### config.mk
export PLATFORM = sky130hd
export DESIGN_NAME = string_to_unsigned_parser_flat
export DESIGN_NICKNAME = d
export VERILOG_FILES = /design/src/rtl/core/stp_pkg.sv /design/src/rtl/core/stp_if.sv /design/src/rtl/core/string_to_unsigned_parser.sv /design/src/rtl/core/stp_cfg_regs.sv /design/src/rtl/core/stp_digit_mac.sv /design/src/rtl/core/stp_parse_core.sv /design/src/flat_wrapper.sv
export SDC_FILE = /design/constraint.sdc
export NUM_CORES = 1
export LEC_CHECK = 0
export ABC_AREA = 1
export ABC_CLOCK_PERIOD_IN_PS = 7600
export BUFFER_PORTS_ARGS = -buffer_cell sky130_fd_sc_hd__clkbuf_2
export CELL_PAD_IN_SITES_DETAIL_PLACEMENT = 0
export CELL_PAD_IN_SITES_GLOBAL_PLACEMENT = 1
export CORE_MARGIN = 3
export CORE_UTILIZATION = 45
export CTS_BUF_LIST = sky130_fd_sc_hd__clkbuf_4 sky130_fd_sc_hd__clkbuf_8 sky130_fd_sc_hd__clkbuf_16
export CTS_CLUSTER_SIZE = 12
export DETAILED_ROUTE_END_ITERATION = 6
export GPL_ROUTABILITY_DRIVEN = 0
export PLACE_DENSITY_LB_ADDON = 0.1
export SLEW_MARGIN = 20
export SYNTH_ARGS = -nofsm -noshare
export SYNTH_HDL_FRONTEND = slang
export SYNTH_SLANG_ARGS = --single-unit
### constraint.sdc
create_clock -name i_clk -period 7.6 [get_ports i_clk]
set_clock_uncertainty 0.05 [all_clocks]
set_input_delay 0.76 -clock i_clk [delete_from_list [all_inputs] [get_ports i_clk]]
set_output_delay 0.76 -clock i_clk [all_outputs]
set_load 0.05 [all_outputs]
### src/rtl/core/stp_pkg.sv
// Shared types and constants for the string-to-unsigned parser.
// No dependencies; every other file imports this package.
package stp_pkg;

    localparam int VALUE_W  = 32;
    localparam int BASE_W   = 6;
    localparam int CH_W     = 8;
    localparam int DIGIT_W  = 6;
    localparam int OFFSET_W = 16;

    localparam int APB_ADDR_W = 3;
    localparam int APB_DATA_W = 32;

    // register index, taken from the word address bit
    localparam logic [0:0] REG_NUMBER_BASE = 1'b0;

    localparam logic [CH_W-1:0] CH_TAB   = 8'h09;
    localparam logic [CH_W-1:0] CH_CR    = 8'h0D;
    localparam logic [CH_W-1:0] CH_SPACE = 8'h20;
    localparam logic [CH_W-1:0] CH_PLUS  = 8'h2B;
    localparam logic [CH_W-1:0] CH_MINUS = 8'h2D;
    localparam logic [CH_W-1:0] CH_0     = 8'h30;
    localparam logic [CH_W-1:0] CH_9     = 8'h39;
    localparam logic [CH_W-1:0] CH_UA    = 8'h41;
    localparam logic [CH_W-1:0] CH_UZ    = 8'h5A;
    localparam logic [CH_W-1:0] CH_UX    = 8'h58;
    localparam logic [CH_W-1:0] CH_LA    = 8'h61;
    localparam logic [CH_W-1:0] CH_LZ    = 8'h7A;
    localparam logic [CH_W-1:0] CH_LX    = 8'h78;

    localparam logic [CH_W-1:0] UPPER_OFS = CH_UA - 8'd10;
    localparam logic [CH_W-1:0] LOWER_OFS = CH_LA - 8'd10;

    localparam logic [BASE_W-1:0] BASE_AUTO  = 6'd0;
    localparam logic [BASE_W-1:0] BASE_ONE   = 6'd1;
    localparam logic [BASE_W-1:0] BASE_OCT   = 6'd8;
    localparam logic [BASE_W-1:0] BASE_DEC   = 6'd10;
    localparam logic [BASE_W-1:0] BASE_HEX   = 6'd16;
    localparam logic [BASE_W-1:0] BASE_MAX   = 6'd36;
    localparam logic [BASE_W-1:0] BASE_RESET = 6'd10;

    localparam logic [VALUE_W-1:0]  VALUE_ALL_ONES = 32'hFFFF_FFFF;
    localparam logic [OFFSET_W-1:0] OFFSET_MAX     = 16'hFFFF;

    typedef struct packed {
        logic [VALUE_W-1:0]  value;
        logic                overflow;
        logic                any_digits;
        logic [OFFSET_W-1:0] end_offset;
    } t_result;

    typedef struct packed {
        logic               below_base;
        logic               hex_digit;
        logic               carry;
        logic [VALUE_W-1:0] sum;
    } t_mac;

    function automatic logic is_space(input logic [CH_W-1:0] c);
        return (c >= CH_TAB && c <= CH_CR) || c == CH_SPACE;
    endfunction

endpackage

### src/rtl/core/stp_if.sv
// Handshake channels of the parser: character items in, result items out.
// Depends on stp_pkg.
interface stp_char_if import stp_pkg::*; ();
    logic            valid;
    logic            ready;
    logic [CH_W-1:0] ch;
    logic            first;

    modport source (output valid, ch, first, input ready);
    modport sink   (input valid, ch, first, output ready);
endinterface

interface stp_result_if import stp_pkg::*; ();
    logic                valid;
    logic                ready;
    logic [VALUE_W-1:0]  value;
    logic                overflow;
    logic                any_digits;
    logic [OFFSET_W-1:0] end_offset;

    modport source (output valid, value, overflow, any_digits, end_offset, input ready);
    modport sink   (input valid, value, overflow, any_digits, end_offset, output ready);
endinterface

### src/rtl/core/string_to_unsigned_parser.sv
// Top level of the string-to-unsigned parser: input register, config regs, parse core.
// Depends on stp_pkg, stp_if, stp_cfg_regs, stp_parse_core.
//
// Takes one character item per clock, but for the stall below, and produces one
// result item per string, strtoul style. An item is registered on entry; from the
// input register a single 32x6 multiply-add with carry check updates the parse
// state and, when the number ends, loads the result register, so a result passes
// the input register and then the result register; throughput is one character
// per cycle but for the stall below. The state loop through that multiply-add sets
// the rate. Input stalls only while a result waits untaken and the next character
// ends a number. number_base is sampled when a string's first character is
// processed; write it only while the block is idle.
module string_to_unsigned_parser import stp_pkg::*; #(
    parameter longint unsigned POSITION_LIMIT = 65535
) (
    input  logic                  i_clk,
    input  logic                  i_rst_n,
    stp_char_if.sink              i_in,
    stp_result_if.source          o_out,
    input  logic                  psel,
    input  logic                  penable,
    input  logic                  pwrite,
    input  logic [APB_ADDR_W-1:0] paddr,
    input  logic [APB_DATA_W-1:0] pwdata,
    output logic [APB_DATA_W-1:0] prdata,
    output logic                  pready
);

    logic              r_in_valid;
    logic [CH_W-1:0]   r_in_ch;
    logic              r_in_first;
    logic              advance;
    logic [BASE_W-1:0] number_base;
    t_result           result;

    assign i_in.ready = !r_in_valid || advance;

    always_ff @(posedge i_clk) begin
        if (!i_rst_n) begin
            r_in_valid <= 1'b0;
        end else if (i_in.ready) begin
            r_in_valid <= i_in.valid;
            r_in_ch    <= i_in.ch;
            r_in_first <= i_in.first;
        end
    end

    stp_cfg_regs u_cfg (
        .i_clk         (i_clk),
        .i_rst_n       (i_rst_n),
        .psel          (psel),
        .penable       (penable),
        .pwrite        (pwrite),
        .paddr         (paddr),
        .pwdata        (pwdata),
        .prdata        (prdata),
        .pready        (pready),
        .o_number_base (number_base)
    );

    stp_parse_core #(
        .POSITION_LIMIT (POSITION_LIMIT)
    ) u_core (
        .i_clk         (i_clk),
        .i_rst_n       (i_rst_n),
        .i_valid       (r_in_valid),
        .i_ch          (r_in_ch),
        .i_first       (r_in_first),
        .i_number_base (number_base),
        .i_out_ready   (o_out.ready),
        .o_advance     (advance),
        .o_out_valid   (o_out.valid),
        .o_result      (result)
    );

    assign o_out.value      = result.value;
    assign o_out.overflow   = result.overflow;
    assign o_out.any_digits = result.any_digits;
    assign o_out.end_offset = result.end_offset;

endmodule

### src/rtl/core/stp_cfg_regs.sv
// APB-style register file holding number_base.
// Depends on stp_pkg.
module stp_cfg_regs import stp_pkg::*; (
    input  logic                  i_clk,
    input  logic                  i_rst_n,
    input  logic                  psel,
    input  logic                  penable,
    input  logic                  pwrite,
    input  logic [APB_ADDR_W-1:0] paddr,
    input  logic [APB_DATA_W-1:0] pwdata,
    output logic [APB_DATA_W-1:0] prdata,
    output logic                  pready,
    output logic [BASE_W-1:0]     o_number_base
);

    logic [BASE_W-1:0] r_number_base;
    logic              wr_base;

    assign pready  = 1'b1;
    assign wr_base = psel && penable && pwrite && (paddr[2] == REG_NUMBER_BASE);

    always_ff @(posedge i_clk) begin
        if (!i_rst_n) begin
            r_number_base <= BASE_RESET;
        end else if (wr_base) begin
            r_number_base <= pwdata[BASE_W-1:0];
        end
    end

    assign prdata        = (paddr[2] == REG_NUMBER_BASE) ? APB_DATA_W'(r_number_base) : '0;
    assign o_number_base = r_number_base;

endmodule

### src/rtl/core/stp_digit_mac.sv
// Digit decode and accumulate: acc * base + digit with 32-bit carry-out.
// Depends on stp_pkg.
module stp_digit_mac import stp_pkg::*; (
    input  logic [CH_W-1:0]    i_ch,
    input  logic [BASE_W-1:0]  i_base,
    input  logic [VALUE_W-1:0] i_acc,
    output t_mac               o_mac
);

    localparam int PROD_W = VALUE_W + BASE_W;

    logic               is_digit;
    logic [DIGIT_W-1:0] digit;
    logic [PROD_W-1:0]  prod;
    logic [PROD_W:0]    full;

    always_comb begin
        is_digit = 1'b1;
        digit    = '0;
        if (i_ch >= CH_0 && i_ch <= CH_9) begin
            digit = DIGIT_W'(i_ch - CH_0);
        end else if (i_ch >= CH_UA && i_ch <= CH_UZ) begin
            digit = DIGIT_W'(i_ch - UPPER_OFS);
        end else if (i_ch >= CH_LA && i_ch <= CH_LZ) begin
            digit = DIGIT_W'(i_ch - LOWER_OFS);
        end else begin
            is_digit = 1'b0;
        end
    end

    assign prod = PROD_W'(i_acc) * PROD_W'(i_base);
    assign full = (PROD_W + 1)'(prod) + (PROD_W + 1)'(digit);

    assign o_mac.below_base = is_digit && (digit < i_base);
    assign o_mac.hex_digit  = is_digit && (digit < BASE_HEX);
    assign o_mac.carry      = |full[PROD_W:VALUE_W];
    assign o_mac.sum        = full[VALUE_W-1:0];

endmodule

### src/rtl/core/stp_parse_core.sv
// Parse FSM: one character per cycle, if o_advance, updates the parse state and
// loads the result register when a number ends. Depends on stp_pkg, stp_digit_mac.
module stp_parse_core import stp_pkg::*; #(
    parameter longint unsigned POSITION_LIMIT = 65535
) (
    input  logic              i_clk,
    input  logic              i_rst_n,
    input  logic              i_valid,
    input  logic [CH_W-1:0]   i_ch,
    input  logic              i_first,
    input  logic [BASE_W-1:0] i_number_base,
    input  logic              i_out_ready,
    output logic              o_advance,
    output logic              o_out_valid,
    output t_result           o_result
);

    localparam int POS_W = $clog2(POSITION_LIMIT + 64'd1);

    typedef enum logic [2:0] {
        PH_IDLE, PH_LEAD, PH_SIGNED, PH_ZERO, PH_HEXPFX, PH_DIGITS, PH_DONE
    } t_phase;

    t_phase             r_phase, n_phase, cur_phase;
    logic               r_neg, n_neg, cur_neg;
    logic [BASE_W-1:0]  r_base, n_base, cur_base, eff_base;
    logic [VALUE_W-1:0] r_acc, n_acc, cur_acc;
    logic               r_ovf, n_ovf, cur_ovf;
    logic               r_seen, n_seen, cur_seen;
    logic [POS_W-1:0]   r_pos, n_pos, cur_pos, end_pos;
    logic               r_out_valid;
    t_result            r_out, n_out;

    logic               bad_radix, emit, take, lead_digit, skip;
    logic [63:0]        end_ext;
    t_mac               mac;

    // only a character that ends a number has to wait for the result register
    assign o_advance = i_valid && (!emit || !r_out_valid || i_out_ready);

    always_comb begin
        if (i_first) begin
            cur_phase = PH_LEAD;
            cur_neg   = 1'b0;
            cur_base  = i_number_base;
            cur_acc   = '0;
            cur_ovf   = 1'b0;
            cur_seen  = 1'b0;
            cur_pos   = '0;
        end else begin
            cur_phase = r_phase;
            cur_neg   = r_neg;
            cur_base  = r_base;
            cur_acc   = r_acc;
            cur_ovf   = r_ovf;
            cur_seen  = r_seen;
            cur_pos   = r_pos;
        end
    end

    // auto base resolves to octal after a leading zero, decimal otherwise
    always_comb begin
        if (cur_base == BASE_AUTO) begin
            eff_base = (cur_phase == PH_ZERO) ? BASE_OCT : BASE_DEC;
        end else begin
            eff_base = cur_base;
        end
    end

    stp_digit_mac u_mac (
        .i_ch   (i_ch),
        .i_base (eff_base),
        .i_acc  (cur_acc),
        .o_mac  (mac)
    );

    always_comb begin
        n_phase    = cur_phase;
        n_neg      = cur_neg;
        n_base     = cur_base;
        n_acc      = cur_acc;
        n_ovf      = cur_ovf;
        n_seen     = cur_seen;
        n_pos      = cur_pos;
        emit       = 1'b0;
        take       = 1'b0;
        lead_digit = 1'b0;
        skip       = 1'b0;
        end_pos    = cur_pos;
        bad_radix  = i_first && (i_number_base == BASE_ONE || i_number_base > BASE_MAX);

        if (bad_radix) begin
            emit    = 1'b1;
            end_pos = '0;
        end else begin
            case (cur_phase)
                PH_LEAD: begin
                    if (is_space(i_ch)) begin
                        n_phase = PH_LEAD;
                    end else if (i_ch == CH_PLUS || i_ch == CH_MINUS) begin
                        n_neg   = (i_ch == CH_MINUS);
                        n_phase = PH_SIGNED;
                    end else begin
                        lead_digit = 1'b1;
                    end
                end
                PH_SIGNED: lead_digit = 1'b1;
                PH_ZERO: begin
                    if (i_ch == CH_LX || i_ch == CH_UX) begin
                        n_base  = BASE_HEX;
                        n_phase = PH_HEXPFX;
                    end else begin
                        n_base = eff_base;
                        take   = 1'b1;
                    end
                end
                PH_HEXPFX: begin
                    if (mac.hex_digit) begin
                        take = 1'b1;
                    end else begin
                        // "0x" with no hex digit: number ends at the x
                        emit    = 1'b1;
                        end_pos = (cur_pos != '0) ? POS_W'(cur_pos - 1'b1) : '0;
                    end
                end
                PH_DIGITS: take = 1'b1;
                default:   skip = 1'b1;
            endcase
        end

        if (lead_digit) begin
            if (i_ch == CH_0 && (cur_base == BASE_AUTO || cur_base == BASE_HEX)) begin
                n_seen  = 1'b1;
                n_phase = PH_ZERO;
            end else begin
                n_base = eff_base;
                take   = 1'b1;
            end
        end

        if (take) begin
            if (!mac.below_base) begin
                emit    = 1'b1;
                end_pos = cur_pos;
            end else begin
                n_seen  = 1'b1;
                n_phase = PH_DIGITS;
                if (!cur_ovf) begin
                    if (mac.carry) begin
                        n_ovf = 1'b1;
                    end else begin
                        n_acc = mac.sum;
                    end
                end
            end
        end

        if (emit) begin
            n_phase = PH_DONE;
        end

        if (!bad_radix && !skip && (64'(cur_pos) < POSITION_LIMIT)) begin
            n_pos = POS_W'(cur_pos + 1'b1);
        end
    end

    always_comb begin
        end_ext = 64'(end_pos);
        if (cur_ovf) begin
            n_out.value = VALUE_ALL_ONES;
        end else if (cur_neg) begin
            n_out.value = VALUE_W'(0) - cur_acc;
        end else begin
            n_out.value = cur_acc;
        end
        n_out.overflow   = cur_ovf;
        n_out.any_digits = cur_seen;
        if (!cur_seen) begin
            n_out.end_offset = '0;
        end else if (end_ext > 64'(OFFSET_MAX)) begin
            n_out.end_offset = OFFSET_MAX;
        end else begin
            n_out.end_offset = end_ext[OFFSET_W-1:0];
        end
    end

    always_ff @(posedge i_clk) begin
        if (!i_rst_n) begin
            r_phase     <= PH_IDLE;
            r_neg       <= 1'b0;
            r_base      <= '0;
            r_acc       <= '0;
            r_ovf       <= 1'b0;
            r_seen      <= 1'b0;
            r_pos       <= '0;
            r_out_valid <= 1'b0;
        end else begin
            if (o_advance) begin
                r_phase <= n_phase;
                r_neg   <= n_neg;
                r_base  <= n_base;
                r_acc   <= n_acc;
                r_ovf   <= n_ovf;
                r_seen  <= n_seen;
                r_pos   <= n_pos;
            end
            if (o_advance && emit) begin
                r_out_valid <= 1'b1;
                r_out       <= n_out;
            end else if (i_out_ready) begin
                r_out_valid <= 1'b0;
            end
        end
    end

    assign o_out_valid = r_out_valid;
    assign o_result    = r_out;

    a_ovf_ones: assert property (@(posedge i_clk) disable iff (!i_rst_n)
        r_out_valid && r_out.overflow |-> r_out.value == VALUE_ALL_ONES)
        else $error("overflow result not saturated");

    a_nodig_zero: assert property (@(posedge i_clk) disable iff (!i_rst_n)
        r_out_valid && !r_out.any_digits |-> r_out.end_offset == '0 && !r_out.overflow)
        else $error("result without digits has offset or overflow");

    a_ovf_seen: assert property (@(posedge i_clk) disable iff (!i_rst_n)
        r_ovf |-> r_seen)
        else $error("overflow flagged without a digit");

    a_emit_done: assert property (@(posedge i_clk) disable iff (!i_rst_n)
        o_advance && emit |=> r_phase == PH_DONE && r_out_valid)
        else $error("ended number did not close the string");

endmodule
### src/flat_wrapper.sv
// flat-port wrapper written by rule: the top's interface ports become plain ports
module string_to_unsigned_parser_flat import stp_pkg::*;
#(
    parameter longint unsigned POSITION_LIMIT = 65535
)
  (i_clk, i_rst_n, psel, penable, pwrite, paddr, pwdata, prdata, pready, i_in_valid, i_in_ch, i_in_first, i_in_ready, o_out_valid, o_out_value, o_out_overflow, o_out_any_digits, o_out_end_offset, o_out_ready);
  stp_char_if i_in_i ();
  stp_result_if o_out_i ();
  input  logic i_clk;
  input  logic i_rst_n;
  input  logic psel;
  input  logic penable;
  input  logic pwrite;
  input  logic [APB_ADDR_W-1:0] paddr;
  input  logic [APB_DATA_W-1:0] pwdata;
  output logic [APB_DATA_W-1:0] prdata;
  output logic pready;
  input wire logic [$bits(i_in_i.valid)-1:0] i_in_valid;
  input wire logic [$bits(i_in_i.ch)-1:0] i_in_ch;
  input wire logic [$bits(i_in_i.first)-1:0] i_in_first;
  output wire logic [$bits(i_in_i.ready)-1:0] i_in_ready;
  output wire logic [$bits(o_out_i.valid)-1:0] o_out_valid;
  output wire logic [$bits(o_out_i.value)-1:0] o_out_value;
  output wire logic [$bits(o_out_i.overflow)-1:0] o_out_overflow;
  output wire logic [$bits(o_out_i.any_digits)-1:0] o_out_any_digits;
  output wire logic [$bits(o_out_i.end_offset)-1:0] o_out_end_offset;
  input wire logic [$bits(o_out_i.ready)-1:0] o_out_ready;
  assign i_in_i.valid = i_in_valid;
  assign i_in_i.ch = i_in_ch;
  assign i_in_i.first = i_in_first;
  assign i_in_ready = i_in_i.ready;
  assign o_out_valid = o_out_i.valid;
  assign o_out_value = o_out_i.value;
  assign o_out_overflow = o_out_i.overflow;
  assign o_out_any_digits = o_out_i.any_digits;
  assign o_out_end_offset = o_out_i.end_offset;
  assign o_out_i.ready = o_out_ready;
  string_to_unsigned_parser #(.POSITION_LIMIT(POSITION_LIMIT)) u_core (.i_clk(i_clk), .i_rst_n(i_rst_n), .i_in(i_in_i), .o_out(o_out_i), .psel(psel), .penable(penable), .pwrite(pwrite), .paddr(paddr), .pwdata(pwdata), .prdata(prdata), .pready(pready));
endmodule
==> summary.md, run 1 <==
| Metric | Value |
|---|---|
| Logic pwr share | `0.286` |
| Die Span X | `190.1 um` |
| Syn Std Cell Area | `15250 um2` |
| Synth async-reset ratio | `0` |
| Critical Path RT | `7.86 ns` |
| Via count | `13950` |
| Post-route ant nets | `0` |
| Dpl hpwl | `34670 um` |
| Setup violators final | `0` |
| Final setup TNS | `0 ns` |
| Vias in the first global route | `13440` |
| Max-Slew Margin vs Limit | `0.4724` |
| Synth unique cells | `48` |
| Area delta synth->final | `8.153%` |
| Gr usage total | `0.2471` |
| CTS resizes | `0` |
| Final Hold Vio Count | `0` |
| Met2 global-route usage | `0.3674` |
| Crit path max fanout | `31` |
| Clock Power Share | `0.368` |
| NetSw | `811.1 uW` |
| Nature of the critical path startpoint | `register` |
| Final cell count without fillers | `2712` |
| Critical path class | `register to register` |
| Hold buffer count at CTS | `0` |
| 1st-pass router iterations | `5` |
| Commonest cells post-synth | `539 x nand2_1, 409 x nor2_1, 292 x inv_1, 124 x fa_1, 102 x ha_1` |
| Share of the synthesized area in the top cell type | `0.1627` |
| Main combinational cell family by area after synthesis | `simple AND/OR/NAND/NOR gates` |
| Routed len/inst | `16.11 um` |
| Synth warnings | `0` |
| Worst slew pin tran | `0.7815 ns` |
| Ant. Diodes | `0` |
| Final min period | `7.071 ns` |
| Leading post-synthesis cells by cell area | `fa_1 16%, nand2_1 13%, edfxtp_1 12%, nor2_1 10%, dfxtp_1 8.9%` |
| Slowest-stage cell, CP | `edfxtp_1` |
| Initial Utilization | `0.4630` |
| Routed wire length | `43690 um` |
| Htree depth | `4` |
| Layout cell share with drive strength beyond 1 | `0.09383` |
| Largest net degree at the start of global routing | `67` |
| GR peak layer | `met1` |
| Ys flop type | `dfxtp_1` |
| CTS Buf Count | `17` |
| Critical Path AT | `7.33 ns` |
| Clk buf depth | `2` |
| Synth Area in Simple Gates | `0.3176` |
| Fillers | `3423` |
| Post-synthesis mux area share | `0.0006562` |
| Xor/xnor share of the synthesized area | `0.03158` |
| Crit path top cell by count | `nand2_1` |
| Power per cell area | `135.7 nW/um2` |
| Postcts setup bufs | `0` |
| Crit end category | `register` |
| Status | `finished, final reports clean` |
| CTS tree | `yes` |
| Period utilisation layout | `0.9304` |
| Root buf cell | `clkbuf_16` |
| RSZ-0062 raised after global routing | `false` |
| Chip height | `190.1 um` |
| Initial antenna violation count | `0` |
| HP Class | `register to register` |
| Post-synth EDFFs | `59` |
| Most frequent cell after synthesis | `nand2_1` |
| Residual DRC | `0` |
| First-pass GRT wire length | `71150 um` |
| GR met3 Demand/Resource | `0.05067` |
| Max Clock Freq | `141.4 MHz` |
| Slowest Stage Delay on Critical Path | `0.67 ns` |
| Area leader, netlist | `fa_1` |
| Clock Sinks | `127` |
| Post-synthesis register bit count | `127` |
| Fin nets | `2534` |
| Met1 usage | `0.3692` |
| I/O Buffers | `80` |
| Reg power frac | `0.346` |
| Post-Synth Adder-Cell Area | `0.2464` |
| Avg Cell Area, Syn | `6.921 um2` |
| # placed instances | `2680` |
| Mapped Cells | `2204` |
| MaxCap Viol Count | `0` |
| Core area | `32950 um2` |
| Worst skew pair latency | `0.45 ns` |
| Grt total ovfl | `0` |
| LEAKAGE | `8.448 nW` |
| Clock slew at reported path FFs | `0.06 ns` |
| P_int | `1.428 mW` |
| Max rail drop VDD | `0.1653 mV` |
| Post-synthesis sequential area ratio | `0.2054` |
| Die area | `36140 um2` |
| Iter 0 DRT Violations | `1014` |
| Post-DR vias/cell | `5.144` |
| Switching Share | `0.3622` |
| I/O Pins | `136` |
| Synth Area in Compound Gates | `0.08145` |
| Cell row count | `66` |
| Max Slew Vio Count | `0` |
-- critical path, delay by kind of cell, from the launching register on --
family | cells | cell delay [ns]
AND/OR/NAND/NOR | 17 | 2.64
adder cells (fa/ha/maj) | 5 | 2.21
buffers and inverters | 6 | 0.96
flip-flops | 1 | 0.67
AO/OA/AOI/OAI | 2 | 0.36
-- power by group through the flow --
stage,Combinational (mW),Sequential (mW),Clock [mW]
after floorplan,0.470,0.812,0
final,0.642,0.774,0.823
after CTS,0.641,0.774,0.839
after global routing,0.720,0.778,0.876
after global placement,0.630,0.788,0
after detailed placement,0.636,0.789,0
-- registers in the layout, summed over array words and instances, names as in the netlist --
name and cells:
u_core.u_core.o_result 50, u_core.u_core.r_acc 32, u_core.u_core.r_pos 16, u_core.r_in_ch 8
u_core.u_cfg.o_number_base 6, u_core.u_core.r_base 6, u_core.u_core.r_phase 3, u_core.r_in_first 1
u_core.r_in_valid 1, u_core.u_core.o_out_valid 1, u_core.u_core.r_neg 1, u_core.u_core.r_ovf 1
u_core.u_core.r_seen 1
-- path summary, 6_finish.rpt --
check | from | slack (ns) | cells past startpoint | end
worst max-delay path | u_core.r_in_first$_DFFE_PP_ | 0.53 | 30 | u_core.u_core.r_acc[17]$_SDFFE_PN0P_
worst min-delay path | u_core.u_core.r_acc[4]$_SDFFE_PN0P_ | 0.43 | 2 | u_core.u_core.r_acc[4]$_SDFFE_PN0P_
worst max register to register | u_core.r_in_first$_DFFE_PP_ | 0.53 | 30 | u_core.u_core.r_acc[17]$_SDFFE_PN0P_
worst min register to register | u_core.u_core.r_acc[4]$_SDFFE_PN0P_ | 0.43 | 2 | u_core.u_core.r_acc[4]$_SDFFE_PN0P_
-- cell usage in the layout, fill, tap and decap left out, types with 5 or more instances in the layout --
master     count
edfxtp_1      59
xor2_1        36
nand4_1       34
dfxtp_1       68
nand3_1       83
ha_1         102
clkinv_1       5
inv_1        292
clkbuf_2      80
nor3_1        21
nor2_4         7
o21bai_1       6
xnor2_1       19
fa_1         124
nor2_1       409
o21ai_1       35
o211ai_1      12
conb_1        27
o21ai_0       62
buf_4         19
clkbuf_16     17
nand2_1      539
a21oi_1       92
nor3_2         6
nand2_2       12
nand3_2        6
inv_2         22
nor2_2        15
a31oi_1        7
-- per-layer routing --
metal / up-vias / wire (um)
met5: - / 0
met4: 0 / 595
met3: 33 / 3146
met2: 399 / 18350
met1: 6549 / 21600
li1: 6969 / -
-- kinds of logic (layout without fill, tap and decap cells) --
family | after synthesis | count (layout)
buffers and inverters | 412 | 453
muxes | 1 | 1
DFF | 127 | 127
adders and majority gates | 226 | 226
xor gates and xnor gates | 55 | 55
and+or+nand+nor | 1152 | 1152
AOI/OAI and AO/OA | 229 | 229
other | 2 | 27
-- area by class of cell --
cell class / instances / area, um2 / area share
multi-input combinational: 1690 / 10450 / 0.6334
sequential: 127 / 3133 / 0.1899
inverter: 321 / 1212 / 0.07349
timing repair buffer: 100 / 563.0 / 0.03413
tap: 442 / 553.0 / 0.03352
clock buffer: 19 / 446.7 / 0.02707
clock inverter: 13 / 140.1 / 0.008494
-- per-stage QoR --
step | utilization | setup WS, ns | hold slack (ns) | cell area [um2] | power, mW
floorplan | - | 1.589 | 0.4040 | 15350 | 1.281
global placement | 0.4829 | 0.6532 | 0.4139 | 15910 | 1.418
detailed placement | 0.4829 | 0.5803 | 0.4200 | 15910 | 1.425
CTS | 0.5007 | 0.5773 | 0.4217 | 16500 | 2.254
global route | 0.5007 | 0.03363 | 0.4274 | 16500 | 2.375
finish | 0.5007 | 0.5293 | 0.4288 | 16500 | 2.239
Power figures use the tool's default switching activity.
==> run 2: changes to the inputs <==
- PLACE_DENSITY: default -> 0.86
- PLACE_DENSITY_LB_ADDON: 0.1 -> default
==> summary.md, run 2 (synthesis gave the netlist of run 1 again) <==
| Metric | Value |
|---|---|
| Status | `finished, final reports clean` |
| Reg2reg start | `u_core.r_in_first$_DFFE_PP_` |
| I/O Buffers | `80 (unchanged)` |
| Final min period | `7.046 ns (-0.02452 ns)` |
| Ant. Diodes | `0 (unchanged)` |
| Clock Sinks | `127 (unchanged)` |
| Largest net degree at the start of global routing | `67 (unchanged)` |
| GR peak layer | `met2` |
| Period utilisation layout | `0.9271 (-0.003226)` |
| Initial antenna violation count | `1 (+1)` |
| Nature of the critical path startpoint | `register` |
| Met1 usage | `0.3319 (-0.03726)` |
| Iter 0 DRT Violations | `1040 (+2.6%)` |
| Fin nets | `2533 (-0.039%)` |
| Die Span X | `190.1 um (unchanged)` |
| Core area | `32950 um2 (unchanged)` |
| Post-route ant nets | `0 (unchanged)` |
| Dpl hpwl | `33350 um (-3.8%)` |
| Final setup TNS | `0 ns (unchanged)` |
| Setup violators final | `0 (unchanged)` |
| GR met3 Demand/Resource | `0.06173 (+0.01106)` |
| CP startpoint | `u_core.r_in_first$_DFFE_PP_` |
| Vias in the first global route | `13710 (+2.0%)` |
| Initial Utilization | `0.4630 (unchanged)` |
| Routed len/inst | `15.48 um (-3.9%)` |
| CTS tree | `yes` |
| Crit end category | `register` |
| Gr usage total | `0.2385 (-0.008611)` |
| Final core occ | `0.5023 (+0.001556)` |
| Die area | `36140 um2 (unchanged)` |
| Worst min-delay path startpoint | `u_core.u_core.r_seen$_SDFFE_PN0P_` |
| HP Class | `register to register` |
| Grt total ovfl | `0 (unchanged)` |
| Worst skew pair latency | `0.44 ns (about the same)` |
| Htree depth | `4 (unchanged)` |
| First-pass GRT wire length | `69310 um (-2.6%)` |
| Critical path class | `register to register` |
| Critical Path RT | `7.87 ns (about the same)` |
| Register-to-register setup slack | `0.55 ns (+0.02 ns)` |
| Max-Slew Margin vs Limit | `0.4359 (-0.03649)` |
| MaxCap Viol Count | `0 (unchanged)` |
| Most frequent cells in the layout | `539 x nand2_1, 409 x nor2_1, 292 x inv_1` |
| Root buf cell | `clkbuf_16` |
| Final Hold Vio Count | `0 (unchanged)` |
| Slowest Stage Delay on Critical Path | `0.61 ns (-0.06 ns)` |
| Critical Path AT | `7.32 ns (about the same)` |
| Max rail drop VDD | `0.1429 mV (-14%)` |
| Hold Path End | `u_core.u_core.r_seen$_SDFFE_PN0P_` |
| Post-DR vias/cell | `5.139 (about the same)` |
| Commonest non-fill, non-tap cell in the layout | `nand2_1` |
| Clock slew at reported path FFs | `0.06 ns (about the same)` |
| Hold buffer count at CTS | `0 (unchanged)` |
| Power per cell area | `139.0 nW/um2 (+2.4%)` |
| Worst slew pin tran | `0.8441 ns (+0.06264 ns)` |
| Chip height | `190.1 um (unchanged)` |
| Worst reg2reg path depth | `32 (+6.7%)` |
| Cell row count | `66 (unchanged)` |
| Hold-critical path depth | `2 (unchanged)` |
| Crit path max fanout | `26 (-16%)` |
| Max Clock Freq | `141.9 MHz (+0.35%)` |
| Largest register FFs | `50 (unchanged)` |
| Slowest-stage cell, CP | `edfxtp_1` |
| Crit path top cell by count | `nand2_1` |
| Routed wire length | `41960 um (-4.0%)` |
| Area delta synth->final | `8.489%` |
| Clk buf depth | `2 (unchanged)` |
| Residual DRC | `0 (unchanged)` |
| Max Slew Vio Count | `0 (unchanged)` |
| Layout cell share with drive strength beyond 1 | `0.09343 (-0.0003994)` |
| 1st-pass router iterations | `7 (+2)` |
| Worst R2R End | `u_core.u_core.r_acc[19]$_SDFFE_PN0P_` |
| Via count | `13930 (-0.14%)` |
| I/O Pins | `136 (unchanged)` |
| LEAKAGE | `8.489 nW (+0.48%)` |
| Met2 global-route usage | `0.3738 (+0.006366)` |
| CTS Buf Count | `17 (unchanged)` |
| RSZ-0062 raised after global routing | `false` |
[run 2: metrics by stage]
stage / setup WS, ns / hold WS [ns] / instance area (um2) / std cells / power [mW]
global placement: 0.7047 / 0.4148 / 15880 / 2678 / 1.411
finish: 0.5538 / 0.4315 / 16550 / 2711 / 2.301
CTS: 0.5278 / 0.4311 / 16530 / 2710 / 2.307
floorplan: 1.589 / 0.4040 / 15350 / 2229 / 1.281
detailed placement: 0.5506 / 0.4224 / 15880 / 2678 / 1.419
global route: 0.06681 / 0.4357 / 16550 / 2711 / 2.427
[run 2: power by group]
group	switching, mW	total (mW)	internal, mW
sequential	0.0214	0.774	0.753
combinational	0.459	0.643	0.184
clock	0.310	0.884	0.574
[run 2: critical path, delay by kind of cell, from the launching register on]
family | cells | cell delay (ns)
and+or+nand+nor | 20 | 2.82
buffers and inverters | 7 | 1.19
DFF | 1 | 0.61
adders and majority gates | 5 | 2.19
[run 2: worst max-delay path by stage]
| stage | end | slack [ns] | cells after the start |
|---|---|---|---|
| after floorplan | u_core.u_core.r_acc[15]$_SDFFE_PN0P_ | 1.59 | 38 |
| after global placement | u_core.u_core.r_acc[24]$_SDFFE_PN0P_ | 0.70 | 31 |
| after detailed placement | u_core.u_core.r_acc[24]$_SDFFE_PN0P_ | 0.55 | 31 |
| after CTS | u_core.u_core.r_acc[7]$_SDFFE_PN0P_ | 0.53 | 31 |
| after global routing | u_core.u_core.r_acc[19]$_SDFFE_PN0P_ | 0.07 | 35 |
| final | u_core.u_core.r_acc[19]$_SDFFE_PN0P_ | 0.55 | 32 |
[run 2: layout make-up]
cell class                 instances  area (um2)
tap                              442       553.0
multi-input combinational       1690       10450
fill                            3314       16400
sequential                       127        3133
clock buffer                      25       556.8
inverter                         321        1212
timing repair buffer              99       555.5
clock inverter                     7       88.84
[run 2: timing repair]
item | in CTS | in global routing
gates resized for setup | 0 | 0
setup endpoints to repair | 0 | 9
buffers inserted | 0 | 1
[run 2: per-layer routing]
metal  vias up  wire length [um]
li1       6960                 -
met1      6514             19850
met2       411             18460
met3        44              3148
met4         2               484
met5         -                12
==> run 3: changes to the inputs <==
- ABC_CLOCK_PERIOD_IN_PS: 7600 -> 7200
- CORE_ASPECT_RATIO: default -> 1.4
- clock period: 7.6 -> 7.2 ns (I/O delays scaled with it)
==> summary.md, run 3 (synthesis gave the netlist of run 1 again) <==
| Metric | Value |
|---|---|
| Status | `finished, final reports clean` |
| Worst R2R End | `u_core.u_core.r_acc[24]$_SDFFE_PN0P_` |
| Die Span X | `161.6 um (-15%)` |
| Crit end category | `register` |
| Routed wire length | `44380 um (+5.8%)` |
| Layout cell share with drive strength beyond 1 | `0.09614 (+0.002704)` |
| Via count | `14250 (+2.3%)` |
| Clk buf depth | `2 (unchanged)` |
| Final core occ | `0.4984 (-0.003912)` |
| Crit path top cell by count | `nand2_1` |
| Final setup TNS | `0 ns (unchanged)` |
| Power per cell area | `145.5 nW/um2 (+4.6%)` |
| Max Clock Freq | `147.9 MHz (+4.2%)` |
| Final min period | `6.760 ns (-0.2861 ns)` |
| I/O Buffers | `80 (unchanged)` |
| Max Slew Vio Count | `0 (unchanged)` |
| Fin worst setup slack | `0.4399 ns (-0.1139 ns)` |
| Hold Path End | `u_core.r_in_ch[4]$_DFFE_PP_` |
| Residual DRC | `0 (unchanged)` |
| Worst min-delay path startpoint | `i_in_ch[4]` |
| Reg2reg start | `u_core.r_in_first$_DFFE_PP_` |
| Gr usage total | `0.2487 (+0.01018)` |
| Hold-critical path depth | `1 (-1)` |
| Die area | `36180 um2 (about the same)` |
| Worst slew pin tran | `0.8936 ns (+0.04952 ns)` |
| Clock Sinks | `127 (unchanged)` |
| Core area | `33310 um2 (+1.1%)` |
| Vias in the first global route | `14590 (+6.4%)` |
| Storage cell area | `3133 um2 (unchanged)` |
| Worst reg2reg path depth | `33 (+3.1%)` |
| Chip height | `223.9 um (+18%)` |
| Final Hold Vio Count | `0 (unchanged)` |
| RSZ-0062 raised after global routing | `false` |
| Htree depth | `4 (unchanged)` |
| Setup violators final | `0 (unchanged)` |
| Post-route ant nets | `0 (unchanged)` |
| Cell row count | `79 (+20%)` |
| Commonest non-fill, non-tap cell in the layout | `nand2_1` |
| Final cell count without fillers | `2723 (+0.44%)` |
| HP Class | `input port to register` |
| Multi-input gate area | `10450 um2 (about the same)` |
| Routed len/inst | `16.30 um (+5.3%)` |
| Largest register FFs | `50 (unchanged)` |
| Grt total ovfl | `0 (unchanged)` |
| Iter 0 DRT Violations | `943 (-9.3%)` |
| Initial antenna violation count | `0 (-1)` |
| Most frequent cells in the layout | `539 x nand2_1, 408 x nor2_1, 292 x inv_1` |
| Crit path max fanout | `29 (+12%)` |
| Critical Path RT | `7.45 ns (-0.42 ns)` |
| Initial Utilization | `0.4579 (-0.005026)` |
| CP startpoint | `u_core.r_in_first$_DFFE_PP_` |
| Critical path class | `register to register` |
| Register-to-register setup slack | `0.44 ns (-0.11 ns)` |
| Period utilisation layout | `0.9389 (+0.01178)` |
| Ant. Diodes | `0 (unchanged)` |
| Worst skew pair latency | `0.43 ns (about the same)` |
| Dpl hpwl | `35580 um (+6.7%)` |
| Max rail drop VDD | `0.1424 mV (-0.38%)` |
| MaxCap Viol Count | `0 (unchanged)` |
| Fin nets | `2542 (+0.36%)` |
| Critical Path AT | `7.01 ns (-0.31 ns)` |
| Fillers | `3380 (+2.0%)` |
| I/O Pins | `136 (unchanged)` |
| 1st-pass router iterations | `6 (-1)` |
| Slowest Stage Delay on Critical Path | `0.55 ns (-0.06 ns)` |
| CTS Buf Count | `17 (unchanged)` |
| Largest net degree at the start of global routing | `67 (unchanged)` |
| # placed instances | `2689 (+0.41%)` |
| Area delta synth->final | `8.825%` |
| Worst slack, placed | `0.2415 ns (-0.3091 ns)` |
| Final hold slack | `0.4223 ns (-0.009191 ns)` |
| Post-DR vias/cell | `5.232 (+1.8%)` |
| LEAKAGE | `8.508 nW (+0.23%)` |
| First-pass GRT wire length | `72530 um (+4.6%)` |
| Root buf cell | `clkbuf_16` |
| Max-Slew Margin vs Limit | `0.4028 (-0.03309)` |
| Slowest-stage cell, CP | `fa_1` |
| CTS tree | `yes` |
| Clock slew at reported path FFs | `0.06 ns (about the same)` |
| Nature of the critical path startpoint | `register` |
==> run 3: metal layers <==
| metal | routed length (um) | up-vias | global-route usage | share of wire |
|---|---|---|---|---|
| li1 | - | 6972 | - | - |
| met1 | 17260 | 6799 | 0.2794 | 0.39 |
| met2 | 23470 | 379 | 0.4647 | 0.53 |
| met3 | 1779 | 98 | 0.03293 | 0.040 |
| met4 | 1870 | 0 | 0.1114 | 0.042 |
| met5 | 0 | - | 0 | 0 |
==> run 3: per-stage QoR <==
step,area [um2],total power [mW]
final,16600,2.416
after global routing,16600,2.535
after CTS,16560,2.416
after detailed placement,15950,1.506
after global placement,15950,1.495
after floorplan,15350,1.352
==> run 3: cell type report <==
cell class,instances,area share
Timing Repair Buffer,108,0.03829
Clock buffer,19,0.02653
Multi-Input combinational cell,1690,0.6296
Inverter,321,0.07303
Sequential cell,127,0.1887
Clock inverter,13,0.01025
Tap cell,445,0.03354
==> run 3: worst max-delay path: cells and delay by family, from the launching register on <==
family,cells,cell delay [ns]
AOI/OAI and AO/OA,1,0.06
and+or+nand+nor,18,2.48
DFF,1,0.42
buffers and inverters,9,1.45
adders and majority gates,5,2.15
==> run 3: how the worst max path moves through the flow <==
stage                                      endpoint  depth (start not counted)  slack, ns
6_report       u_core.u_core.r_acc[24]$_SDFFE_PN0P_                         33       0.44
5_1_grt        u_core.u_core.r_acc[21]$_SDFFE_PN0P_                         38       0.08
4_1_cts        u_core.u_core.r_acc[24]$_SDFFE_PN0P_                         31       0.22
3_5_place_dp   u_core.u_core.r_acc[24]$_SDFFE_PN0P_                         31       0.24
3_3_place_gp   u_core.u_core.r_acc[24]$_SDFFE_PN0P_                         28       0.29
2_1_floorplan  u_core.u_core.r_acc[15]$_SDFFE_PN0P_                         38       1.19
==> run 3: what timing repair did <==
item | CTS | global route
gates resized for setup | 0 | 1
hold buffers | 0 | 0
setup endpoints to repair | 0 | 31
buffers inserted | 0 | 2
==> run 3: power breakdown <==
| group | internal (mW) | switching [mW] |
|---|---|---|
| Clock | 0.581 | 0.330 |
| Combinational | 0.200 | 0.488 |
| Sequential | 0.795 | 0.0219 |
| Total | 1.58 | 0.840 |
